===== config.mk =====
export PLATFORM = sky130hd
export DESIGN_NAME = sae_div
export DESIGN_NICKNAME = d
export VERILOG_FILES = /design/src/rtl/sae_pkg.sv /design/src/rtl/sae_div.sv
export SDC_FILE = /design/constraint.sdc
export NUM_CORES = 1
export LEC_CHECK = 0
export ABC_AREA = 1
export BUFFER_PORTS_ARGS = -buffer_cell sky130_fd_sc_hd__clkbuf_2
export CELL_PAD_IN_SITES_DETAIL_PLACEMENT = 1
export CELL_PAD_IN_SITES_GLOBAL_PLACEMENT = 2
export CORE_ASPECT_RATIO = 0.75
export CORE_MARGIN = 2
export CORE_UTILIZATION = 32
export CTS_CLUSTER_SIZE = 25
export DETAILED_ROUTE_END_ITERATION = 7
export PLACE_DENSITY_LB_ADDON = 0.1
export SYNTH_ARGS = -nofsm -noshare
export SYNTH_HDL_FRONTEND = slang
export SYNTH_SLANG_ARGS = --single-unit
export TNS_END_PERCENT = 20

===== constraint.sdc =====
create_clock -name clk_i -period 3.25 [get_ports clk_i]
set_clock_uncertainty 0.05 [all_clocks]
set_input_delay 0.4875 -clock clk_i [delete_from_list [all_inputs] [get_ports clk_i]]
set_output_delay 0.4875 -clock clk_i [all_outputs]
set_load 0.01 [all_outputs]

===== src/rtl/sae_pkg.sv =====
// Shared types and constants for the static arithmetic encoder.
// Holds the opcode and controller state enums and the table and result structs.
// No dependencies.
package sae_pkg;

  localparam int BOUND_W  = 16;
  localparam int SYMBOL_W = 8;
  localparam int PEND_W   = 16;
  localparam int RES_CNT_W = 5;

  localparam logic [PEND_W-1:0]    PENDING_MAX = 16'hFFFF;
  localparam logic [RES_CNT_W-1:0] MAX_RESULTS = 5'd16;

  typedef enum logic {
    OP_LOAD   = 1'b0,
    OP_ENCODE = 1'b1
  } opcode_e;

  typedef enum logic [1:0] {
    ST_IDLE,
    ST_READ,
    ST_DIVIDE,
    ST_RENORM
  } state_e;

  typedef struct packed {
    logic [BOUND_W-1:0] lb;
    logic [BOUND_W-1:0] hb;
  } table_entry_t;

  typedef struct packed {
    logic              code_bit;
    logic [PEND_W-1:0] pending;
    logic              last;
  } out_item_t;

endpackage


===== src/rtl/sae_div.sv =====
// Restoring divider producing one quotient bit per cycle.
// Keeps only the low QUOTIENT_W bits of the quotient. Depends on sae_pkg.
module sae_div #(
  parameter int DIVIDEND_W = 33,
  parameter int QUOTIENT_W = 16
) (
  input  logic                         clk_i,
  input  logic                         rst_ni,
  input  logic                         start_i,
  input  logic [DIVIDEND_W-1:0]        dividend_i,
  input  logic [sae_pkg::BOUND_W-1:0]  divisor_i,
  output logic                         done_o,
  output logic [QUOTIENT_W-1:0]        quotient_o
);
  import sae_pkg::*;

  localparam int CNT_W = $clog2(DIVIDEND_W + 1);

  logic [DIVIDEND_W-1:0] dvd_q, dvd_d;
  logic [BOUND_W-1:0]    rem_q, rem_d;
  logic [QUOTIENT_W-1:0] quo_q, quo_d;
  logic [CNT_W-1:0]      cnt_q, cnt_d;
  logic                  busy_q, busy_d;
  logic                  done_q, done_d;

  logic [BOUND_W:0] rem_sh;
  logic [BOUND_W:0] rem_sub;
  logic             ge;

  assign rem_sh  = {rem_q, dvd_q[DIVIDEND_W-1]};
  assign ge      = rem_sh >= {1'b0, divisor_i};
  assign rem_sub = rem_sh - {1'b0, divisor_i};

  always_comb begin
    dvd_d  = dvd_q;
    rem_d  = rem_q;
    quo_d  = quo_q;
    cnt_d  = cnt_q;
    busy_d = busy_q;
    done_d = 1'b0;
    if (start_i) begin
      dvd_d  = dividend_i;
      rem_d  = '0;
      quo_d  = '0;
      cnt_d  = CNT_W'(DIVIDEND_W);
      busy_d = 1'b1;
    end else if (busy_q) begin
      // The partial remainder stays below the divisor, so 16 bits hold it.
      rem_d = ge ? rem_sub[BOUND_W-1:0] : rem_sh[BOUND_W-1:0];
      quo_d = {quo_q[QUOTIENT_W-2:0], ge};
      dvd_d = {dvd_q[DIVIDEND_W-2:0], 1'b0};
      cnt_d = cnt_q - CNT_W'(1);
      if (cnt_q == CNT_W'(1)) begin
        busy_d = 1'b0;
        done_d = 1'b1;
      end
    end
  end

  always_ff @(posedge clk_i or negedge rst_ni) begin
    if (!rst_ni) begin
      busy_q <= 1'b0;
      done_q <= 1'b0;
      cnt_q  <= '0;
    end else begin
      busy_q <= busy_d;
      done_q <= done_d;
      cnt_q  <= cnt_d;
    end
  end

  always_ff @(posedge clk_i) begin
    dvd_q <= dvd_d;
    rem_q <= rem_d;
    quo_q <= quo_d;
  end

  assign done_o     = done_q;
  assign quotient_o = quo_q;

endmodule


# Yosys cells after proc, flatten, opt, wreduce, memory -nomap -nowiden
# Cells that the tools add are included.
# op_classes
reduce_logical	1
add_sub_neg	2
mux	11
eq_ne	1
n_lt_le_gt_ge	1
# ops
cell	count
$mux W33	2
$ge A17 B16 Y1	1
$mux W16	1
$sub A16 B16 Y16	1
$mux W6	2
$eq A6 B1 Y1 const B	1
$mux W1	6
$sub A6 B1 Y6 const B	1
$reduce_bool A2 Y1	1
# totals
input_bits	52
wordCells	22
output_inout_bits	17
register_bits	73

# Longest topological paths before layout
# depth
depth_word	4
mapped_depth	15
mapped_depth_nobuf	14

# Worst setup path after synthesis
# No wires, ideal clock.
# synth_path
kind	input -> register
startpoint	input port start_i
endpoint	register dvd_q[0], enable pin
n_path_buf	2
arrival_ns	2.048
setup_time_ns	0.410
stages	4
path_slack_ns	0.741
t_required_ns	2.790
cell_sequence	buf_2 nor2_1 inv_1 clkbuf_1
# synth_between
elab_chain_cells	1
# synth_lines
element	line	source
from (decl)	sae_div.sv:9	input logic start_i,
$reduce_bool A2 Y1 (no line)	--	
to (signal assigned)	sae_div.sv:73	dvd_q <= dvd_d;
to (decl)	sae_div.sv:19	logic [DIVIDEND_W-1:0] dvd_q, dvd_d;
# No other way between the ends.
# A chain may end at the register's enable or synchronous reset.

# Worst setup path in the final report
# layout_path
startpoint	register dvd_q[32]
endpoint	register rem_q[14]
# layout_between
elab_chain_cells	2
word_cells_on_any_way	3
cone_classes	add/sub (1); order compare (1); mux (1)
# layout_lines
element	line	source
$sub A16 B16 Y16 or $ge A17 B16 Y1 (tied branches)	sae_div.sv:32, sae_div.sv:31	
$mux W16 *	sae_div.sv:49	rem_d = ge ? rem_sub[BOUND_W-1:0] : rem_sh[BOUND_W-1:0];
to (signal assigned)	sae_div.sv:74	rem_q <= rem_d;
to (decl)	sae_div.sv:20	logic [BOUND_W-1:0] rem_q, rem_d;
# Every way passes the cells marked *; elsewhere a longest branch is shown, timed or not.

==> impl_metrics.ini <==
[timing]
rsz0062_at_grt = no
worstMarginPinSlew_ns = 0.850
maxSlewHeadroom = 0.430
finalHoldViolations = 0
min_period_ns = 2.25
setup_ws_ns = 0.999
layout_worst_path_cycle_share = 0.693
fin_setup_tns_ns = 0
drv_slew = 0
fmax_mhz = 444
finalSetupViolCount = 0

[clock_tree]
root_buffer = clkbuf_16
clkTransAtPathRegs_ns = 0.06
cts_inserted_buffers = 9
cts_buffer_depth = 2
post_cts_buffers = 0
cts.sinks = 73
htree_levels = 3
clk_latency_ns = 0.33
cts_resized = 0
tritoncts = built

[synthesis]
synth_area_um2 = 4110
synth.distinct_cells = 35
synthTopCellsByArea = edfxtp_1, nand2_1, dfxtp_1
ys_seq_area_frac = 0.445
yosysWarnings = 0
syn-num-nets = 628
synth_area_leader_cell = edfxtp_1
synth.most_common_cell = nand2_1
yosysTopAreaCellShare = 0.241
ys_ff_latch = 73
syn_inst = 557
synthTopCellsByCount = nand2_1, inv_1, nor2_1, edfxtp_1
ys.flop_type = edfxtp_1
synth-edff-count = 33
avgSynthCellArea_um2 = 7.38
ys_async_sr_fraction = 0.110

[global_routing]
use_met3 = 0.0456
grt_use_total = 0.175
use_met2 = 0.250
grt_pass1_vias = 3610
busiest_layer = met1
grt_pass1_wl_um = 18600
grt_overflow = 0
grt_antenna_before_repair = 0
grt_max_degree = 45
use_met1 = 0.263

[floorplan]
rows = 35
start_util = 0.332
dieArea_um2 = 13800
dieHeight_um = 102
core_um2 = 12400
die_x_um = 135
io_pins = 69

[pwr]
power_mw = 3.88
pwr_density_cell_nw_per_um2 = 777
leakage_nw = 2.59
ir_drop_uv = 296

[setup_path]
rrSetupSlack_ns = 1.0
critPathBufInv = 2
path_delay_family = simple AND/OR/NAND/NOR gates
critPathSlowestCell = fa_1
cp.arrival_ns = 2.42
path_max_fanout = 5
crit_type = flip-flop to flip-flop
cp-start-kind = flip-flop
critPathMaxStageDelay_ns = 0.36
cp_common_cell = nand2_1
critPathRequiredTime_ns = 3.42
crit_chain = inv_1 > ha_1 > fa_1 > inv_1 > nand3_1 > nand3_1 > nand2_1 > nand2_1 > nand2_1 > nand3_1 > nand2_1 > nor2_1 > o21ai_1
end_kind = flip-flop

[placement]
placement.io_buffers = 68
dpl.hpwl_um = 9000
globalplace.congestion = 0.801
post-place-ws_ns = 0.819
dp_cells = 781

[route]
drt_iter0_markers = 153
drc = 0
vias = 3702
drt-pass1-iter-count = 4
routed_wl_um = 11600
wl_per_cell_um = 14.6
ant_nets = 0
vias_per_cell = 4.64

[finish]
final_cell_count_no_fill = 798
fin_nets = 698
antenna-diode-count = 0
syn_to_final_growth_pct = 21.6
drive_above_1_share = 0.165

[flow_run]
drv_cap = 0

[worst_hold_path]
hold_class = primary input to flip-flop

[run_status]
status = completed
-- flip-flops by register name, indices dropped and copies added (netlist names) --
signal,count
dvd_q,33
quotient_o,16
busy_q,1
rem_q,16
cnt_q,6
done_o,1
-- cell usage in the layout (no fill, tap or decap), types with 12 or more instances in the layout --
master / Yosys / routed
inv_1: 78 / 77
nand3_1: 32 / 32
o22ai_1: 14 / 14
ha_1: 18 / 18
dfxtp_1: 32 / 32
edfxtp_1: 33 / 33
clkbuf_16: 0 / 12
o21ai_0: 12 / 12
nor2_1: 34 / 34
clkbuf_2: 0 / 68
a21oi_1: 22 / 22
nand2_1: 211 / 211
-- report_power, final --
part | internal, mW | leakage (nW) | switching, mW
Clock | 0.745 | 0.172 | 0.380
Sequential | 1.14 | 0.720 | 0.131
Combinational | 0.504 | 1.70 | 0.981
Total | 2.39 | 2.59 | 1.49
-- cell type report --
type                    instances  area [um2]
fillers                      1534        7390
clock buffers                  14         312
clock inverters                 2        38.8
multi-input cells             386        1890
repair buffers                 75         408
well taps                     166         208
flip-flops and latches         73        1830
inverters                      82         310
-- worst min-delay path, delay by kind of cell --
kind	cells	cell delay, ns
and+or+nand+nor	2	0.09
buffers and inverters	1	0.07
-- path summary, 6_finish.rpt --
check | startpoint | endpoint | depth (start not counted)
setup reg to reg | dvd_q[32]$_DFFE_PP_ | rem_q[14]$_SDFFE_PP0P_ | 13
hold reg to reg | quotient_o[15]$_SDFFE_PP0P_ | quotient_o[15]$_SDFFE_PP0P_ | 2
min in group asynchronous | rst_ni | cnt_q[2]$_DFFE_PN0P_ | 2
setup / recovery | dvd_q[32]$_DFFE_PP_ | rem_q[14]$_SDFFE_PP0P_ | 13
max in group asynchronous | rst_ni | busy_q$_DFF_PN0_ | 2
hold / removal | dividend_i[22] | dvd_q[22]$_DFFE_PP_ | 3
-- stage by stage --
stage / util / area, um2 / hold WS [ns]
CTS: 0.404 / 5000 / 0.362
detailed placement: 0.374 / 4640 / 0.299
floorplan: - / 4110 / 0.142
finish: 0.404 / 5000 / 0.373
global route: 0.404 / 5000 / 0.367
global placement: 0.374 / 4640 / 0.297
-- per-layer routing --
metal | wire (um) | up-vias
li1 | - | 1917
met1 | 6190 | 1721
met2 | 4810 | 57
met3 | 567 | 7
met4 | 50 | 0
met5 | 0 | -
-- cells by family (layout without fill, tap and decap cells) --
family	Yosys count	in the layout	synth area share
buffers and inverters	98	173	0.0943
AOI/OAI and AO/OA	64	64	0.0891
xor gates and xnor gates	1	1	0.00213
DFF	73	73	0.445
adders and majority gates	19	19	0.0596
and+or+nand+nor	302	302	0.309
-- what timing repair did --
action / in CTS / in global routing
endpoints found under the setup margin: 0 / 0
endpoints found under the hold margin: 8 / 0
hold buffers: 1 / 0
No activity file was read; power rests on OpenSTA's default activity.
